--- config.mk ---
export PLATFORM = sky130hd
export DESIGN_NAME = gate_inputs_threshold_logic_matrix
export DESIGN_NICKNAME = d
export VERILOG_FILES = /design/src/hdl/gtlm_pkg.sv /design/src/hdl/gtlm_gate_eval.sv /design/src/hdl/gate_inputs_threshold_logic_matrix.sv
export SDC_FILE = /design/constraint.sdc
export NUM_CORES = 1
export LEC_CHECK = 0
export BUFFER_PORTS_ARGS = -buffer_cell sky130_fd_sc_hd__buf_2
export CORE_MARGIN = 10
export CORE_UTILIZATION = 40
export CTS_CLUSTER_DIAMETER = 100
export DETAILED_ROUTE_END_ITERATION = 16
export PLACE_DENSITY_LB_ADDON = 0.05
export SYNTH_ARGS = -nofsm -noshare
export SYNTH_HDL_FRONTEND = slang
export SYNTH_SLANG_ARGS = --single-unit
--- constraint.sdc ---
create_clock -name clk -period 12.57 [get_ports clk]
set_clock_uncertainty 0.1 [all_clocks]
set_input_delay 0.6285 -clock clk [delete_from_list [all_inputs] [get_ports clk]]
set_output_delay 0.6285 -clock clk [all_outputs]
set_load 0.005 [all_outputs]
--- src/hdl/gtlm_pkg.sv ---
// ----------------------------------------------------------------------------
// gtlm_pkg
// shared constants for the gate input threshold logic matrix
// ----------------------------------------------------------------------------
package gtlm_pkg;

  // default sizes
  localparam int NUM_INPUTS_DEF = 6;
  localparam int NUM_GATES_DEF  = 6;
  localparam int COUNT_BITS_DEF = 16;

  // operator codes, one per gate
  localparam int OP_W = 3;
  localparam logic [OP_W-1:0] OP_OR    = 3'd0;
  localparam logic [OP_W-1:0] OP_AND   = 3'd1;
  localparam logic [OP_W-1:0] OP_XOR   = 3'd2;
  localparam logic [OP_W-1:0] OP_ATL2  = 3'd3;
  localparam logic [OP_W-1:0] OP_MAJ   = 3'd4;

  // threshold of the at-least-two operator
  localparam int ATL_MIN = 2;

  // configuration register indexes
  localparam int REG_IDX_W = 2;
  localparam logic [REG_IDX_W-1:0] REG_ACTIVE = 2'd0;
  localparam logic [REG_IDX_W-1:0] REG_INVERT = 2'd1;
  localparam logic [REG_IDX_W-1:0] REG_OPCODE = 2'd2;

endpackage

--- src/hdl/gtlm_gate_eval.sv ---
// ----------------------------------------------------------------------------
// gtlm_gate_eval
// evaluates every gate on the resolved input bits: mask, invert, popcount, op
// ----------------------------------------------------------------------------
module gtlm_gate_eval
  import gtlm_pkg::*;
#(
  parameter int NUM_INPUTS = NUM_INPUTS_DEF,
  parameter int NUM_GATES  = NUM_GATES_DEF
) (
  input  logic [NUM_INPUTS-1:0]           bits,
  input  logic [NUM_INPUTS*NUM_GATES-1:0] active,
  input  logic [NUM_INPUTS*NUM_GATES-1:0] invert,
  input  logic [OP_W*NUM_GATES-1:0]       opcodes,
  output logic [NUM_GATES-1:0]            gate_bits
);

  localparam int PC_W = $clog2(NUM_INPUTS + 1);

  // one lane per gate, each with two small popcounts
  always_comb begin
    logic [NUM_INPUTS-1:0] act;
    logic [NUM_INPUTS-1:0] inv;
    logic [NUM_INPUTS-1:0] v;
    logic [PC_W-1:0]       high;
    logic [PC_W-1:0]       total;
    logic [OP_W-1:0]       op;
    gate_bits = '0;
    for (int j = 0; j < NUM_GATES; j++) begin
      act   = active[j*NUM_INPUTS +: NUM_INPUTS];
      inv   = invert[j*NUM_INPUTS +: NUM_INPUTS];
      op    = opcodes[j*OP_W +: OP_W];
      // invert bits outside the active mask still count as high
      v     = (bits & act) ^ inv;
      high  = '0;
      total = '0;
      for (int k = 0; k < NUM_INPUTS; k++) begin
        high  = high + PC_W'(v[k]);
        total = total + PC_W'(act[k]);
      end
      case (op)
        OP_OR:   gate_bits[j] = (high != '0);
        OP_AND:  gate_bits[j] = (high == total);
        OP_XOR:  gate_bits[j] = high[0];
        OP_ATL2: gate_bits[j] = ({1'b0, high} >= (PC_W+1)'(ATL_MIN));
        OP_MAJ:  gate_bits[j] = ({high, 1'b0} > {1'b0, total});
        default: gate_bits[j] = 1'b0;
      endcase
    end
  end

endmodule

--- src/hdl/gate_inputs_threshold_logic_matrix.sv ---
// ----------------------------------------------------------------------------
// gate_inputs_threshold_logic_matrix
// normals gate inputs, counts rising edges and evaluates the logic gates
// ----------------------------------------------------------------------------
// Takes one beat per clock cycle unless stalled, and delivers one result beat
// per input beat: the beat lands in an input register, then the normaling
// ripple over the edge counters and the gate popcounts fill the result
// register. The ripple through the chain of counter muxes, one per input, sets
// the critical path. While a result waits, only an empty input register fills.
// Configuration must be written while idle; the block does not enforce it.
module gate_inputs_threshold_logic_matrix
  import gtlm_pkg::*;
#(
  parameter int NUM_INPUTS = NUM_INPUTS_DEF,
  parameter int NUM_GATES  = NUM_GATES_DEF,
  parameter int COUNT_BITS = COUNT_BITS_DEF
) (
  input  logic                  clk,
  input  logic                  rst_n,
  // input channel
  input  logic                  in_valid,
  output logic                  in_ready,
  input  logic [NUM_INPUTS-1:0] in_connected_mask,
  input  logic [NUM_INPUTS-1:0] in_level_bits,
  // result channel
  output logic                  out_valid,
  input  logic                  out_ready,
  output logic [NUM_INPUTS-1:0] out_input_bits,
  output logic [NUM_GATES-1:0]  out_gate_bits,
  // configuration
  input  logic                  cfg_wr_en,
  input  logic [REG_IDX_W-1:0]  cfg_index,
  input  logic [((NUM_INPUTS > OP_W) ? NUM_INPUTS : OP_W)*NUM_GATES-1:0] cfg_wdata
);

  localparam int MASK_W = NUM_INPUTS * NUM_GATES;
  localparam int OPS_W  = OP_W * NUM_GATES;

  // configuration registers
  logic [MASK_W-1:0] active_r;
  logic [MASK_W-1:0] invert_r;
  logic [OPS_W-1:0]  opcode_r;

  // input stage
  logic                  s1_valid_r;
  logic [NUM_INPUTS-1:0] s1_conn_r;
  logic [NUM_INPUTS-1:0] s1_lvl_r;

  // per-input state
  logic [COUNT_BITS-1:0] cnt_r   [NUM_INPUTS];
  logic [COUNT_BITS-1:0] cnt_nxt [NUM_INPUTS];
  logic [NUM_INPUTS-1:0] lv_r;
  logic [NUM_INPUTS-1:0] lv_nxt;

  // result stage
  logic                  out_valid_r;
  logic [NUM_INPUTS-1:0] out_bits_r;
  logic [NUM_GATES-1:0]  out_gates_r;
  logic [NUM_GATES-1:0]  gates;

  logic in_acc;
  logic s1_adv;

  // handshake: the input stage moves whenever the result register is free
  assign s1_adv   = s1_valid_r && (!out_valid_r || out_ready);
  assign in_ready = !s1_valid_r || s1_adv;
  assign in_acc   = in_valid && in_ready;

  // configuration writes, unknown indexes ignored
  always_ff @(posedge clk) begin
    if (!rst_n) begin
      active_r <= '0;
      invert_r <= '0;
      opcode_r <= '0;
    end else if (cfg_wr_en) begin
      case (cfg_index)
        REG_ACTIVE: active_r <= cfg_wdata[MASK_W-1:0];
        REG_INVERT: invert_r <= cfg_wdata[MASK_W-1:0];
        REG_OPCODE: opcode_r <= cfg_wdata[OPS_W-1:0];
        default: ;
      endcase
    end
  end

  // input register
  always_ff @(posedge clk) begin
    if (!rst_n) begin
      s1_valid_r <= 1'b0;
    end else if (in_ready) begin
      s1_valid_r <= in_valid;
    end
  end

  always_ff @(posedge clk) begin
    if (in_acc) begin
      s1_conn_r <= in_connected_mask;
      s1_lvl_r  <= in_level_bits;
    end
  end

  // normaling ripple, first input to last
  always_comb begin
    // first input has nothing to normal to and holds when unplugged
    if (s1_conn_r[0]) begin
      lv_nxt[0]  = s1_lvl_r[0];
      cnt_nxt[0] = cnt_r[0] + COUNT_BITS'(s1_lvl_r[0] & ~lv_r[0]);
    end else begin
      lv_nxt[0]  = lv_r[0];
      cnt_nxt[0] = cnt_r[0];
    end
    for (int i = 1; i < NUM_INPUTS; i++) begin
      if (s1_conn_r[i]) begin
        lv_nxt[i]  = s1_lvl_r[i];
        cnt_nxt[i] = cnt_r[i] + COUNT_BITS'(s1_lvl_r[i] & ~lv_r[i]);
      end else begin
        lv_nxt[i]  = cnt_nxt[i-1][0];
        cnt_nxt[i] = {1'b0, cnt_nxt[i-1][COUNT_BITS-1:1]};
      end
    end
  end

  // state advances once per beat leaving the input stage
  always_ff @(posedge clk) begin
    if (!rst_n) begin
      lv_r <= '0;
      for (int i = 0; i < NUM_INPUTS; i++) begin
        cnt_r[i] <= '0;
      end
    end else if (s1_adv) begin
      lv_r <= lv_nxt;
      for (int i = 0; i < NUM_INPUTS; i++) begin
        cnt_r[i] <= cnt_nxt[i];
      end
    end
  end

  // gate evaluation
  gtlm_gate_eval #(
    .NUM_INPUTS (NUM_INPUTS),
    .NUM_GATES  (NUM_GATES)
  ) u_gate_eval (
    .bits      (lv_nxt),
    .active    (active_r),
    .invert    (invert_r),
    .opcodes   (opcode_r),
    .gate_bits (gates)
  );

  // result register
  always_ff @(posedge clk) begin
    if (!rst_n) begin
      out_valid_r <= 1'b0;
    end else if (!out_valid_r || out_ready) begin
      out_valid_r <= s1_valid_r;
    end
  end

  always_ff @(posedge clk) begin
    if (s1_adv) begin
      out_bits_r  <= lv_nxt;
      out_gates_r <= gates;
    end
  end

  assign out_valid      = out_valid_r;
  assign out_input_bits = out_bits_r;
  assign out_gate_bits  = out_gates_r;

endmodule

# Word level (Yosys, flattened, before mapping)
# Memories as Yosys holds them, arrays and structs flattened.
# Cells that the tools add are included.
# word_totals
mem_count,1
reg_bits,122
ramBits,96
# mem_list
memory,words,word_bits,rd,rd_clocked_by_memory_dff,wr,line,rtl
cnt_r,6,16,6,0,6,gate_inputs_threshold_logic_matrix.sv:50,logic [COUNT_BITS-1:0] cnt_r [NUM_INPUTS];
# op_classes
n_lt_le_gt_ge,12
add_sub_neg,66
n_mux,28
bitwise_logic,30
eq_ne,32
n_reduce_logical,22
# op_table
op,count
$mux W16,12
$add A3 B1 Y3,48
$add A16 B16 Y16,6
$and A1 B16 Y16,6
$not A1 Y16,6
$and A6 B6 Y6,6
$eq A3 B2 Y1 const B,12
$xor A6 B6 Y6,6
$pmux W1 S5,6
$add A1 B1 Y2,12
$gt A4 B3 Y1,6
$eq A3 B1 Y1 const B,6
$eq A3 B3 Y1,6
$eq A3 B3 Y1 const B,6
$ge A3 B2 Y1 const B,6
$logic_not A3 Y1,6
$reduce_bool A3 Y1,6
$mux W1,10
$or A1 B1 Y1,6
$reduce_and A2 Y1,3
$eq A2 B1 Y1 const B,1
$eq A2 B2 Y1 const B,1
$logic_and A1 B1 Y1,2
$logic_not A1 Y1,2
2 further kinds,3

# Depth between registers and ports, before layout
# logic_depth
word_depth,18
mapped_depth,18
depth_no_buf,18

# Modules after synthesis
# From an unflattened synthesis, not the netlist that was laid out.
# unflattened
cells_unflattened,840
hier_area_um2,7822.5
# by_module_without_submodules
module,n_inst,cells_each,area_each_um2
gate_inputs_threshold_logic_matrix,1,554,5502.8
gtlm_gate_eval,1,286,2319.7

# Worst setup path before layout
# No wires, ideal clock.
# synth_path
path_type,register to register
start,register s1_lvl_r[0]
end,"register out_gates_r[2] (netlist: out_gate_bits[2]), data pin"
path_slack_ps,8022
path_buffers,0
required_ps,12209
t_arrival_ps,4187
synth_period_minus_slack_ps,4548
path_stages_with_launch,19
path_cell_list,edfxtp_1 -> nor2b_1 -> ha_1 -> mux2_2 -> mux2_2 -> nand2_1 -> xnor2_1 -> ha_1 -> inv_1 -> fa_1 -> inv_1 -> fa_1 -> fa_1 -> ha_1 -> a21oi_1 -> a31oi_1 -> a211oi_1 -> o22a_1 -> o22ai_1
# synth_via
elab_chain_cells,13
# synth_lines
element,line,rtl
from (decl),gate_inputs_threshold_logic_matrix.sv:47,logic [NUM_INPUTS-1:0] s1_lvl_r;
from (signal assigned),gate_inputs_threshold_logic_matrix.sv:97,s1_lvl_r <= in_level_bits;
$and A1 B16 Y16 *,gate_inputs_threshold_logic_matrix.sv:106,cnt_nxt[0] = cnt_r[0] + COUNT_BITS'(s1_lvl_r[0] & ~lv_r[0]);
$add A16 B16 Y16 *,gate_inputs_threshold_logic_matrix.sv:106,
$mux W16 *,gate_inputs_threshold_logic_matrix.sv:104,if (s1_conn_r[0]) begin
$mux W1 *,gate_inputs_threshold_logic_matrix.sv:112,if (s1_conn_r[i]) begin
via lv_nxt[1],gate_inputs_threshold_logic_matrix.sv:53,logic [NUM_INPUTS-1:0] lv_nxt;
$and A6 B6 Y6 *,gtlm_gate_eval.sv:34,v = (bits & act) ^ inv;
$xor A6 B6 Y6 *,gtlm_gate_eval.sv:34,
$add A1 B1 Y2 *,gtlm_gate_eval.sv:38,high = high + PC_W'(v[k]);
$add A3 B1 Y3 * (4 in series),gtlm_gate_eval.sv:38,
"$gt A4 B3 Y1, or another cell as far along",gtlm_gate_eval.sv:46,"OP_MAJ: gate_bits[j] = ({high, 1'b0} > {1'b0, total});"
$pmux W1 S5 *,gtlm_gate_eval.sv:41,case (op)
via gates[2],gate_inputs_threshold_logic_matrix.sv:59,logic [NUM_GATES-1:0] gates;
to (signal assigned),gate_inputs_threshold_logic_matrix.sv:161,out_gates_r <= gates;
to (decl),gate_inputs_threshold_logic_matrix.sv:58,logic [NUM_GATES-1:0] out_gates_r;
# Mark *: on every way through the listed nets, which the timed path passes. The rest lies on a longest branch.
# A chain may end at the register's enable or synchronous reset.

# Worst setup path in the final report
# layout_path
start,register s1_lvl_r[1]
end,"register out_gates_r[0] (netlist: out_gate_bits[0]), data pin"
# layout_via
elab_chain_cells,12
# layout_lines
element,line,rtl
$and A1 B16 Y16,gate_inputs_threshold_logic_matrix.sv:114,cnt_nxt[i] = cnt_r[i] + COUNT_BITS'(s1_lvl_r[i] & ~lv_r[i]);
$add A16 B16 Y16,gate_inputs_threshold_logic_matrix.sv:114,
$mux W16,gate_inputs_threshold_logic_matrix.sv:112,
$mux W1 / $mux W16 (equally long branches),gate_inputs_threshold_logic_matrix.sv:112,
$and A6 B6 Y6 *,gtlm_gate_eval.sv:34,
$xor A6 B6 Y6 *,gtlm_gate_eval.sv:34,
"$add A3 B1 Y3, or another cell as far along (2 in series)",gtlm_gate_eval.sv:38,
$add A3 B1 Y3 / $xor A6 B6 Y6 (equally long branches),"gtlm_gate_eval.sv:38, gtlm_gate_eval.sv:34",
$add A3 B1 Y3 *,gtlm_gate_eval.sv:38,
"$gt A4 B3 Y1, or another cell as far along",gtlm_gate_eval.sv:46,
$pmux W1 S5 *,gtlm_gate_eval.sv:41,
via gates[0],gate_inputs_threshold_logic_matrix.sv:59,
# Marks and branches as above.

==> run_results.csv <==
group,metric,value,unit
worst_setup_path,cp_slowest_stage_delay,770,ps
finish,drive_gt1_share,13.69,%
finish,multi_input_area,4383,µm²
routing,wl_per_cell,17.46,µm
synth,yosys_warnings,0,
floorplan,coreArea,19460,µm²
power_and_ir_drop,intPower,0.0008470,W
synth,synth.cell_area,7933,µm²
global_route,grt_usage,16.34,%
worst_hold_path,hp-class,"in2reg",
floorplan,initial_core_util,40.76,%
sta,max_freq,186.0,MHz
synth,yosysUniqueCellTypes,59,
finish,n_antenna_cell,0,
finish,synthToLayoutAreaGrowth,14.35,%
floorplan,ios,69,
cts,clkSlewWorstSetupHoldPaths,60,ps
worst_setup_path,crit_buf_inv,1,
power_and_ir_drop,p_seq_share,42.3,%
job,drv_cap,0,
power_and_ir_drop,clkPwrFrac,42.4,%
cts,cts_resized,0,
cts,numCtsBuffers,17,
worst_hold_path,hp-start,"in_connected_mask[1]",
cts,cts_setup_buffers,0,
finish,fill_cells,1881,
routing,avgViaCountPerCell,5.039,
sta,relSlewSlack,28.38,%
worst_setup_path,crit_type,"reg2reg",
cts,cts-root-buf,"clkbuf_16",
routing,first_iter_violations,258,
sta,rsz0062_at_grt,"no",
power_and_ir_drop,power.density,128.1,nW/µm²
finish,ff_latch_area,3113,µm²
worst_setup_path,worstPathCellList,"nor2b_1 > ha_1 > ha_1 > xnor2_1 > a22o_1 > a211oi_2 > o21ai_0 > xor2_1 > fa_1 > inv_1 > fa_1 > fa_1 > ha_1 > a21oi_1 > a31oi_1 > a211oi_1 > o22a_1 > o22ai_1",
worst_setup_path,cp.required,12640,ps
cts,worstSkewPairLatency,420,ps
place,dp_hpwl,14150,µm
outcome,status,"finished, final reports clean",
worst_setup_path,cp-start-kind,"register",
floorplan,fp.dieH,160.8,µm
floorplan,rows,51,
routing,drc,0,
floorplan,die-area,25860,µm²
worst_setup_path,critPathArrivalTime,5440,ps
sta,fin_setup_tns,0,ps
routing,drtAntennaViolNets,0,
cts,htreeDepth,4,
cts,hold_buffers,0,
power_and_ir_drop,leakagePower,3.463,nW
finish,nets,1037,
worst_setup_path,crit_slowest_cell,"a211oi_2",
sta,fin_crit_sh,42.78,%
sta,finalMaxSlewViolations,0,
sta,finalHoldViolations,0,
synth,synth_cells,858,
global_route,grt_overflow,0,
cts,tritoncts,"yes",
worst_setup_path,cp_max_fo,7,
power_and_ir_drop,swShare,27.12,%
synth,synth_edf_count,39,
routing,num_vias,6012,
worst_setup_path,crit_family,"adder cells",
routing,wl,20830,µm
global_route,grt_max_degree,104,
sta,setup_viol,0,
global_route,grt_pass1_vias,6225,
floorplan,fp.dieW,160.8,µm
sta,hold_ws,280.7,ps
synth,synth_top_flop_cell,"dfxtp_1",
cts,clkSinkCount,136,
synth,syn_area_per_cell,9.245,µm²
routing,firstDrtPassIters,4,
place,port_buffers,68,
sta,fin_crit,5377,ps
power_and_ir_drop,p_sw,0.0003152,W
synth,synthArstFlopShare,0,%
power_and_ir_drop,p_comb_share,15.3,%
worst_setup_path,setup.worst_path.start,"s1_lvl_r[1]$_DFFE_PP_",
cts,cts.path.max_buffers,2,
power_and_ir_drop,ir_drop,0.00008208,V
synth,syn_nets,980,
sta,tightest_slew,1044,ps
synth,seq_area_frac_synth,39.24,%
worst_setup_path,r2r_start,"s1_lvl_r[1]$_DFFE_PP_",
synth,synth_seq_cells,136,
global_route,grt_pass1_wl,33310,µm
worst_setup_path,end_kind,"register",
place,gp_congestion,0.7907,
global_route,antenna_found_initial,0,
## metal layers
layer	wire (µm)	vias up	global-route usage, %
met3	679	19	3.707
met4	291	0	4.673
met5	0	-	0
met2	10130	99	28.05
li1	-	2954	-
met1	9727	2940	20.06
## per-stage QoR
stage               setup slack, ps  instances  total power, W  cell area (µm²)  util, %
finish                         7193       1193        0.001162             9071    46.61
global route                   6923       1193        0.001219             9071    46.61
CTS                            7248       1193        0.001178             9071    46.61
detailed placement             7238       1161       0.0006805             8498    43.66
global placement               7403       1161       0.0006714             8498    43.66
floorplan                      8022        858       0.0006196             7933        -
## registers in the layout, summed over array words and instances, names as in the netlist
register / count
cnt_r: 15
active_r: 36
lv_r: 5
s1_lvl_r: 6
s1_valid_r: 1
s1_conn_r: 6
out_valid: 1
opcode_r: 18
out_gate_bits: 6
out_input_bits: 6
invert_r: 36
## cell type report
type,instances,area share (%)
multi-input combinational,610,48.32
sequential,136,34.32
clock buffer,20,4.924
timing repair buffer,74,4.248
tap,265,3.655
inverter,76,3.145
clock inverter,12,1.393
## cell families (layout without fill, tap and decap cells)
kind of cell	Yosys count	count (layout)	share of synthesized area (%)
adders and majority gates	67	67	13.97
and+or+nand+nor	309	309	17.49
muxes	20	20	2.744
buffers and inverters	112	182	5.615
DFF	136	136	39.24
AOI/OAI and AO/OA	164	164	15.17
xor gates and xnor gates	50	50	5.757
## synth_stat cells (2+ instances only)
cell type	n	share of area (%)
nand2_1	216	10
dfxtp_1	97	24
a21boi_0	90	8.5
inv_1	76	3.6
edfxtp_1	39	15
fa_1	36	9.1
xnor2_1	34	3.8
ha_1	31	4.9
clkbuf_1	27	1.3
nor2b_1	20	1.6
a21oi_1	15	0.95
mux2i_1	15	1.9
nor2_1	15	0.71
xor2_1	15	1.7
nand2b_1	11	0.87
o22ai_1	11	0.87
nand3_1	10	0.63
a211oi_1	9	0.85
o21ai_0	9	0.57
a31oi_1	6	0.47
nand2_2	6	0.47
nor4_1	6	0.47
o21a_1	6	0.57
buf_2	5	0.32
and3_1	4	0.32
and3b_1	4	0.44
mux2_2	4	0.57
o22a_1	4	0.44
nand3b_1	3	0.28
and2_1	2	0.16
buf_6	2	0.28
nand4_1	2	0.16
or2_2	2	0.16
## power groups by stage
stage	clock, W	combinational [W]	sequential (W)
3_5_place_dp	0	0.000179	0.000501
5_1_grt	0.000524	0.000200	0.000495
2_1_floorplan	0	0.000125	0.000495
6_report	0.000492	0.000178	0.000492
4_1_cts	0.000506	0.000180	0.000492
3_3_place_gp	0	0.000170	0.000501
## cell usage in the layout, fill, tap and decap left out, types with 3 or more instances in the layout
cell type and instances:
nand2_1 216, dfxtp_1 97, a21boi_0 90, inv_1 76
buf_2 68, edfxtp_1 39, fa_1 36, xnor2_1 34
ha_1 31, nor2b_1 19, clkbuf_16 17, mux2i_1 15
nor2_1 15, xor2_1 15, a21oi_1 15, nand2b_1 11
o22ai_1 11, nand3_1 10, o21ai_0 9, a211oi_1 9
nor4_1 6, o21a_1 6, a31oi_1 6, nand2_2 6
buf_4 6, mux2_2 4, and3b_1 4, o22a_1 4
and3_1 4, clkinv_2 4, nand3b_1 3, clkinvlp_4 3
## worst paths after layout
| kind | endpoint | slack, ps | cells after the start |
|---|---|---|---|
| worst max-delay path | out_gate_bits[0]$_DFFE_PP_ | 7190 | 18 |
| worst min-delay path | s1_conn_r[1]$_DFFE_PP_ | 280 | 1 |
| worst max register to register | out_gate_bits[0]$_DFFE_PP_ | 7190 | 18 |
| worst min register to register | invert_r[23]$_SDFFE_PN0P_ | 380 | 2 |
Power figures use the tool's default switching activity.
